--- src/hdl/mie_pkg.sv ---
// Package for the modular inverse block: command and status types shared by
// the controller, the datapath and the top level. No dependencies.
`default_nettype none

package mie_pkg;

  // Commands from the controller to the datapath, at most a few active at once.
  typedef struct packed {
    logic load;
    logic div_init;
    logic div_sel_mod;
    logic div_step;
    logic mul_init;
    logic mul_step;
    logic update;
    logic emit;
    logic emit_ok;
  } mie_cmd_t;

  // Status the controller needs to steer the Euclid loop.
  typedef struct packed {
    logic m_zero;
    logic b_zero;
    logic a_one;
  } mie_status_t;

endpackage

`default_nettype wire

--- src/hdl/mie_if.sv ---
// Valid/ready channel interfaces for the modular inverse block.
// No dependencies; the operand channel and the result channel each get one.
`default_nettype none

interface mie_in_if #(
  parameter int WIDTH = 32
);
  logic             valid;
  logic             ready;
  logic [WIDTH-1:0] value;
  logic [WIDTH-1:0] modulus;

  modport source (output valid, output value, output modulus, input ready);
  modport sink   (input valid, input value, input modulus, output ready);
endinterface

interface mie_out_if #(
  parameter int WIDTH = 32
);
  logic             valid;
  logic             ready;
  logic [WIDTH-1:0] inverse;
  logic             valid_res;

  modport source (output valid, output inverse, output valid_res, input ready);
  modport sink   (input valid, input inverse, input valid_res, output ready);
endinterface

`default_nettype wire

--- src/hdl/mie_datapath.sv ---
// Datapath of the modular inverse block: Euclid operands, coefficients, a
// bit-serial restoring divider, a shift-add multiplier and the result register.
// Depends on mie_pkg for the command and status types.
`default_nettype none

module mie_datapath
  import mie_pkg::*;
#(
  parameter int WIDTH = 32
) (
  input  wire logic             clk,
  input  wire mie_cmd_t         cmd,
  output mie_status_t           status,
  input  wire logic [WIDTH-1:0] value,
  input  wire logic [WIDTH-1:0] modulus,
  output logic      [WIDTH-1:0] inverse,
  output logic                  valid_res
);

  logic [WIDTH-1:0] a;
  logic [WIDTH-1:0] b;
  logic [WIDTH-1:0] m;
  logic [WIDTH-1:0] ma;
  logic [WIDTH-1:0] mb;
  logic             nega;

  // Divider: quotient shifts in at the bottom of dq as the dividend shifts out.
  logic [WIDTH-1:0] dq;
  logic [WIDTH-1:0] rem;
  logic [WIDTH-1:0] dv;
  logic [WIDTH:0]   trial;
  logic [WIDTH:0]   diff;

  // Multiplier: acc starts at ma, so it ends holding ma + q * mb modulo 2^WIDTH.
  logic [WIDTH-1:0] acc;
  logic [WIDTH-1:0] mcand;
  logic [WIDTH-1:0] mplier;

  assign trial = {rem, dq[WIDTH-1]};
  assign diff  = trial - {1'b0, dv};

  assign status.m_zero = (m == '0);
  assign status.b_zero = (b == '0);
  assign status.a_one  = (a == WIDTH'(1));

  always_ff @(posedge clk) begin
    if (cmd.load) begin
      a    <= modulus;
      b    <= value;
      m    <= modulus;
      ma   <= '0;
      mb   <= WIDTH'(1);
      nega <= 1'b1;
    end else if (cmd.update) begin
      a    <= b;
      b    <= rem;
      ma   <= mb;
      mb   <= acc;
      nega <= ~nega;
    end

    if (cmd.div_init) begin
      rem <= '0;
      if (cmd.div_sel_mod) begin
        dq <= ma;
        dv <= m;
      end else begin
        dq <= a;
        dv <= b;
      end
    end else if (cmd.div_step) begin
      if (!diff[WIDTH]) begin
        rem <= diff[WIDTH-1:0];
        dq  <= {dq[WIDTH-2:0], 1'b1};
      end else begin
        rem <= trial[WIDTH-1:0];
        dq  <= {dq[WIDTH-2:0], 1'b0};
      end
    end

    if (cmd.mul_init) begin
      acc    <= ma;
      mcand  <= mb;
      mplier <= dq;
    end else if (cmd.mul_step) begin
      if (mplier[0]) begin
        acc <= acc + mcand;
      end
      mcand  <= {mcand[WIDTH-2:0], 1'b0};
      mplier <= {1'b0, mplier[WIDTH-1:1]};
    end

    if (cmd.emit) begin
      if (cmd.emit_ok) begin
        // A negative coefficient is folded back into [0, modulus).
        if (nega && (rem != '0)) begin
          inverse <= m - rem;
        end else begin
          inverse <= rem;
        end
        valid_res <= 1'b1;
      end else begin
        inverse   <= '0;
        valid_res <= 1'b0;
      end
    end
  end

endmodule

`default_nettype wire

--- src/hdl/mie_controller.sv ---
// Controller of the modular inverse block: sequences load, divide, multiply,
// update, final reduction and result transfer. Depends on mie_pkg.
`default_nettype none

module mie_controller
  import mie_pkg::*;
#(
  parameter int WIDTH = 32
) (
  input  wire logic        clk,
  input  wire logic        rst,
  input  wire logic        in_valid,
  output logic             in_ready,
  output logic             out_valid,
  input  wire logic        out_ready,
  output mie_cmd_t         cmd,
  input  wire mie_status_t status
);

  localparam int CW = $clog2(WIDTH);

  typedef enum logic [2:0] {
    S_IDLE,
    S_CHECK,
    S_DIV,
    S_MULI,
    S_MUL,
    S_UPD,
    S_MOD,
    S_FIN
  } state_t;

  state_t          state;
  logic [CW-1:0]   cnt;
  logic            ok;
  logic            last;

  assign last = (cnt == CW'(WIDTH - 1));

  always_comb begin
    cmd      = '0;
    in_ready = 1'b0;
    case (state)
      S_IDLE: begin
        in_ready = 1'b1;
        cmd.load = in_valid;
      end
      S_CHECK: begin
        if (!status.m_zero) begin
          if (status.b_zero) begin
            cmd.div_init    = status.a_one;
            cmd.div_sel_mod = 1'b1;
          end else begin
            cmd.div_init = 1'b1;
          end
        end
      end
      S_DIV:   cmd.div_step = 1'b1;
      S_MULI:  cmd.mul_init = 1'b1;
      S_MUL:   cmd.mul_step = 1'b1;
      S_UPD:   cmd.update   = 1'b1;
      S_MOD:   cmd.div_step = 1'b1;
      S_FIN: begin
        cmd.emit    = !out_valid || out_ready;
        cmd.emit_ok = ok;
      end
      default: cmd = '0;
    endcase
  end

  always_ff @(posedge clk) begin
    if (rst) begin
      state     <= S_IDLE;
      cnt       <= '0;
      ok        <= 1'b0;
      out_valid <= 1'b0;
    end else begin
      if (out_valid && out_ready) begin
        out_valid <= 1'b0;
      end
      if (cmd.emit) begin
        out_valid <= 1'b1;
      end

      case (state)
        S_IDLE: begin
          if (in_valid) begin
            state <= S_CHECK;
          end
        end
        S_CHECK: begin
          cnt <= '0;
          if (status.m_zero) begin
            ok    <= 1'b0;
            state <= S_FIN;
          end else if (status.b_zero) begin
            // The remainder sequence has ended; a is the gcd.
            ok    <= status.a_one;
            state <= status.a_one ? S_MOD : S_FIN;
          end else begin
            state <= S_DIV;
          end
        end
        S_DIV: begin
          cnt <= cnt + 1'b1;
          if (last) begin
            state <= S_MULI;
          end
        end
        S_MULI: begin
          cnt   <= '0;
          state <= S_MUL;
        end
        S_MUL: begin
          cnt <= cnt + 1'b1;
          if (last) begin
            state <= S_UPD;
          end
        end
        S_UPD: state <= S_CHECK;
        S_MOD: begin
          cnt <= cnt + 1'b1;
          if (last) begin
            state <= S_FIN;
          end
        end
        S_FIN: begin
          if (cmd.emit) begin
            state <= S_IDLE;
          end
        end
        default: state <= S_IDLE;
      endcase
    end
  end

  a_accept_to_check: assert property (@(posedge clk) disable iff (rst)
    (in_valid && in_ready) |=> (state == S_CHECK))
    else $error("accepted operands did not start a check");

  a_div_to_mul: assert property (@(posedge clk) disable iff (rst)
    (state == S_DIV && last) |=> (state == S_MULI))
    else $error("divide did not hand over to multiply");

  a_emit_sets_valid: assert property (@(posedge clk) disable iff (rst)
    cmd.emit |=> out_valid)
    else $error("emitted result is not presented");

  a_fin_waits: assert property (@(posedge clk) disable iff (rst)
    (state == S_FIN && out_valid && !out_ready) |=> (state == S_FIN))
    else $error("result overwritten while still held");

endmodule

`default_nettype wire

--- src/hdl/modular_inverse_ext_euclid.sv ---
// Modular inverse by the extended Euclidean algorithm.
// The operand channel carries value and modulus; the result channel carries
// inverse, in [0, modulus), and valid_res, set when gcd(value, modulus) is 1.
// When no inverse exists, or the modulus is zero, inverse is 0 and valid_res
// is 0. A modulus of one gives inverse 0 with valid_res set.
// One pair is worked on at a time: operands are accepted only while the
// controller is idle. Each Euclid iteration runs a check, the bit-serial
// divider, a multiplier load, the shift-add multiplier and an update. The
// final reduction of the coefficient reuses the divider before the result
// is emitted. For 32-bit operands the loop runs at most about 47 iterations.
// The result sits in an output register, so the next operand pair is accepted
// while a result still waits to be taken; a stalled receiver only holds the
// block once its next result is ready. Reset empties the output register and
// returns the controller to idle.
`default_nettype none

module modular_inverse_ext_euclid
  import mie_pkg::*;
#(
  parameter int WIDTH = 32
) (
  input  wire logic clk,
  input  wire logic rst,
  mie_in_if.sink    operands,
  mie_out_if.source result
);

  mie_cmd_t    cmd;
  mie_status_t status;

  mie_controller #(
    .WIDTH (WIDTH)
  ) u_ctrl (
    .clk       (clk),
    .rst       (rst),
    .in_valid  (operands.valid),
    .in_ready  (operands.ready),
    .out_valid (result.valid),
    .out_ready (result.ready),
    .cmd       (cmd),
    .status    (status)
  );

  mie_datapath #(
    .WIDTH (WIDTH)
  ) u_dp (
    .clk       (clk),
    .cmd       (cmd),
    .status    (status),
    .value     (operands.value),
    .modulus   (operands.modulus),
    .inverse   (result.inverse),
    .valid_res (result.valid_res)
  );

endmodule

`default_nettype wire
--- src/flat_wrapper.sv ---
// flat-port wrapper written by rule: the top's interface ports become plain ports
module modular_inverse_ext_euclid_flat import mie_pkg::*;
#(
  parameter int WIDTH = 32
)
  (clk, rst, operands_valid, operands_value, operands_modulus, operands_ready, result_valid, result_inverse, result_valid_res, result_ready);
  mie_in_if #(.WIDTH(WIDTH)) operands_i ();
  mie_out_if #(.WIDTH(WIDTH)) result_i ();
  input  wire logic clk;
  input  wire logic rst;
  input wire logic [$bits(operands_i.valid)-1:0] operands_valid;
  input wire logic [$bits(operands_i.value)-1:0] operands_value;
  input wire logic [$bits(operands_i.modulus)-1:0] operands_modulus;
  output wire logic [$bits(operands_i.ready)-1:0] operands_ready;
  output wire logic [$bits(result_i.valid)-1:0] result_valid;
  output wire logic [$bits(result_i.inverse)-1:0] result_inverse;
  output wire logic [$bits(result_i.valid_res)-1:0] result_valid_res;
  input wire logic [$bits(result_i.ready)-1:0] result_ready;
  assign operands_i.valid = operands_valid;
  assign operands_i.value = operands_value;
  assign operands_i.modulus = operands_modulus;
  assign operands_ready = operands_i.ready;
  assign result_valid = result_i.valid;
  assign result_inverse = result_i.inverse;
  assign result_valid_res = result_i.valid_res;
  assign result_i.ready = result_ready;
  modular_inverse_ext_euclid #(.WIDTH(WIDTH)) u_core (.clk(clk), .rst(rst), .operands(operands_i), .result(result_i));
endmodule
--- config.mk ---
export PLATFORM = sky130hd
export DESIGN_NAME = modular_inverse_ext_euclid_flat
export DESIGN_NICKNAME = d
export VERILOG_FILES = /design/src/hdl/mie_pkg.sv /design/src/hdl/mie_if.sv /design/src/hdl/mie_datapath.sv /design/src/hdl/mie_controller.sv /design/src/hdl/modular_inverse_ext_euclid.sv /design/src/flat_wrapper.sv
export SDC_FILE = /design/constraint.sdc
export NUM_CORES = 1
export LEC_CHECK = 0
export ABC_AREA = 1
export ABC_CLOCK_PERIOD_IN_PS = 8600
export BUFFER_PORTS_ARGS = -buffer_cell sky130_fd_sc_hd__buf_2
export CORE_UTILIZATION = 29
export CTS_CLUSTER_SIZE = 8
export DETAILED_ROUTE_END_ITERATION = 16
export GPL_ROUTABILITY_DRIVEN = 1
export PLACE_DENSITY = 0.41
export SYNTH_ARGS = -nofsm -noshare
export SYNTH_HDL_FRONTEND = slang
export SYNTH_HIERARCHICAL = 1
export SYNTH_SLANG_ARGS = --single-unit
export TNS_END_PERCENT = 20
--- constraint.sdc ---
create_clock -name clk -period 8.6 [get_ports clk]
set_input_delay 0.43 -clock clk [delete_from_list [all_inputs] [get_ports clk]]
set_output_delay 0.43 -clock clk [all_outputs]
set_load 0.02 [all_outputs]
==> impl_metrics.tcl <==
set metrics [dict create \
    status "complete, no violations" \
    finalSetupViolCount 0 \
    areaGrowthSynthToFinish_pct 14.3 \
    wl_per_cell_um 19.7 \
    cpPeakStageDelay_ns 0.90 \
    vias 20500 \
    hold_slack_ns 0.0425 \
    synth-seq-cells 396 \
    intPower_mw 5.13 \
    synth_top_area_share_pct 37.4 \
    die-width_um 285 \
    crit_fanout 38 \
    syn_area_per_cell_um2 7.60 \
    initial_utilization_pct 29.3 \
    p_leak_nw 11.6 \
    first_iter_violations 1195 \
    drtAntennaViolNets 0 \
    critPathLaunchType "flip-flop" \
    dieArea_um2 81100 \
    netlist_area_um2 23200 \
    rrSetupSlack_ns 4.88 \
    via_per_inst 4.83 \
    insertedDiodeCount 0 \
    rsz0062_at_grt "no" \
    pin_count 103 \
    ir_drop_mv 0.173 \
    clock_sinks 396 \
    die_height_um 285 \
    fin_setup_tns_ns 0 \
    p_sw_mw 3.58 \
    drv_slew 0 \
    cts_tree "yes" \
    yosysTopAreaCell "edfxtp_1" \
    design_area_um2 26500 \
    cp.arrival_ns 4.05 \
    grt_max_degree 90 \
    tightest_slew_ns 1.18 \
    hpwlAfterDp_um 64500 \
    clk_latency_ns 0.63 \
    gp_congestion 0.947 \
    grt_pass1_vias 20700 \
    synthesis.nets 3219 \
    power.share.clock_pct 24.4 \
    register_area_um2 10800 \
    slew_headroom_pct 21.6 \
    required_ns 8.92 \
    ys_types 40 \
    end_kind "flip-flop" \
    synthCells 3052 \
    power_frac_seq_pct 38.0 \
    htreeDepth 2 \
    dpl-instance-area_um2 24800 \
    period_needed_ns 3.72 \
    drv_cap 0 \
    worst_path_most_repeated_cell "nand2_1" \
    overflow 0 \
    yosysWarnings 6 \
    antenna_found_initial 2 \
    nets 3307 \
    grt_pass1_wl_um 127000 \
    power.density_nw_per_um2 329 \
    sw_frac_of_total_pct 41.1 \
    min_period_over_period_pct 43.3 \
    hold_violations 0 \
    post_route_cells_drive_above_1_share_pct 7.78 \
    hp-class "input port to flip-flop" \
    clock-root-buffer "clkbuf_16" \
    crit_type "flip-flop to flip-flop" \
    first_pass_iters 7 \
    post-cts-setup-buffers 0 \
    synth_top_flop_cell "edfxtp_1" \
    core.rowCount 103 \
    core_um2 79000 \
    routed_wirelength_um 83500 \
    n_fill_cell 8473 \
    cts_buffers 56 \
    ctsLongestPathBuffers 3 \
    drc 0 \
    multiInputGateArea_um2 10600 \
    combPwrFrac_pct 37.7 \
    fin_skew_ns 0.0396 \
    ys_seq_area_share_pct 46.7 \
    async_reset_ff_share_pct 0 \
    grt_use_total_pct 20.5 \
    synth_edf_count 289 \
    clk_pin_slew_ns 0.05 \
    io_buffers 102 \
    synth_area_leaders "edfxtp_1 (37%), nand2_1 (17%), dfxtp_1 (9.2%)" \
    cp_cell_sequence "nor4_1 -> nand4_1 -> nor2_1 -> nand2_1 -> nand2_1 -> nor2_4 -> buf_4 -> inv_1 -> o21ai_0" \
    cpMaxStageDelayCell "inv_1" \
    max_freq_mhz 269 \
]
==> placed cells by master (no fill, tap or decap), drive strengths merged, types with 96 or more instances in the layout <==
cell type     n
inv         375
dfxtp       107
a21oi       156
nand3       150
edfxtp      289
nand2      1063
clkbuf      100
ha           96
o21ai       255
nor2        265
buf         122
==> power groups by stage <==
stage,logic (mW),clock network [mW],registers [mW]
after floorplan,2.22,0,3.20
final,3.28,2.12,3.31
after CTS,3.31,2.21,3.31
after detailed placement,3.29,0,3.34
after global placement,3.31,0,3.32
after global routing,3.71,2.27,3.38
==> stage by stage <==
stage	total power [mW]	worst slack (ns)	cells	utilization, %
6_report	8.71	4.88	4236	33.6
5_1_grt	9.36	4.44	4236	33.6
4_1_cts	8.82	4.68	4236	33.6
3_5_place_dp	6.63	4.70	4129	31.4
3_3_place_gp	6.63	4.69	4129	31.4
2_1_floorplan	5.41	3.27	3052	-
==> logic make-up (layout without fill, tap and decap cells) <==
kind of cell | count (synthesis) | count (layout) | share of synthesized area, %
AO/OA/AOI/OAI | 463 | 463 | 10.6
adder cells (fa/ha/maj) | 99 | 99 | 5.44
flip-flops | 396 | 396 | 46.7
multiplexers | 6 | 6 | 0.259
AND/OR/NAND/NOR | 1585 | 1585 | 28.0
XOR/XNOR | 33 | 33 | 1.25
buffers and inverters | 470 | 604 | 7.80
==> timing repair <==
action	in CTS	in global routing
gates resized for setup	0	0
hold endpoints to repair	3	0
hold buffers	3	0
==> worst max-delay path, delay by kind of cell, from the launching register on <==
kind,cells,cell delay [ns]
compound gates,1,0.22
simple gates,6,1.60
buf+inv,2,1.17
flops,1,0.38
==> final timing paths <==
path / start / endpoint / cells past startpoint
max reg2reg: u_core/u_dp/b[0] / u_core/u_dp/dq[12] / 9
min reg2reg: u_core/u_ctrl/cnt[3] / u_core/u_ctrl/cnt[3] / 2
max: u_core/u_dp/b[0] / u_core/u_dp/dq[12] / 9
min: operands_modulus[12] / u_core/u_dp/m[12] / 1
==> cell type report <==
cell class	count	share of cell area [%]
Clock inverter	4	0.269
Multi-Input combinational cell	2186	40.0
Sequential cell	396	40.8
Clock buffer	100	5.99
Tap cell	1050	4.96
Inverter	375	5.32
Timing Repair Buffer	125	2.61
==> metal layers <==
layer	GRT usage, %	share of wire [%]	wire length [um]	vias up
met2	34.3	47	39100	497
met3	2.21	3.9	3250	137
met1	27.2	46	38100	9648
met4	7.42	3.6	3030	0
li1	-	-	-	10200
met5	0	0	0	-
==> Yosys cell counts, types with 6 or more instances <==
| library cell | number |
|---|---|
| a21oi_1 | 154 |
| nor2_1 | 259 |
| a21o_1 | 8 |
| o21bai_1 | 7 |
| clkbuf_1 | 82 |
| nand3_1 | 147 |
| nand4_1 | 22 |
| o211ai_1 | 26 |
| mux2i_1 | 6 |
| nand3b_1 | 13 |
| edfxtp_1 | 289 |
| nand2_1 | 1049 |
| ha_1 | 96 |
| nor4_1 | 34 |
| dfxtp_1 | 107 |
| nor3_1 | 20 |
| o21ai_1 | 12 |
| o21ai_0 | 243 |
| xnor2_1 | 17 |
| o21a_1 | 6 |
| inv_1 | 360 |
| inv_2 | 15 |
| nor2_2 | 6 |
| or2_2 | 11 |
| xor2_1 | 16 |
| nand2_2 | 10 |
No activity file was read; power rests on OpenSTA's default activity.
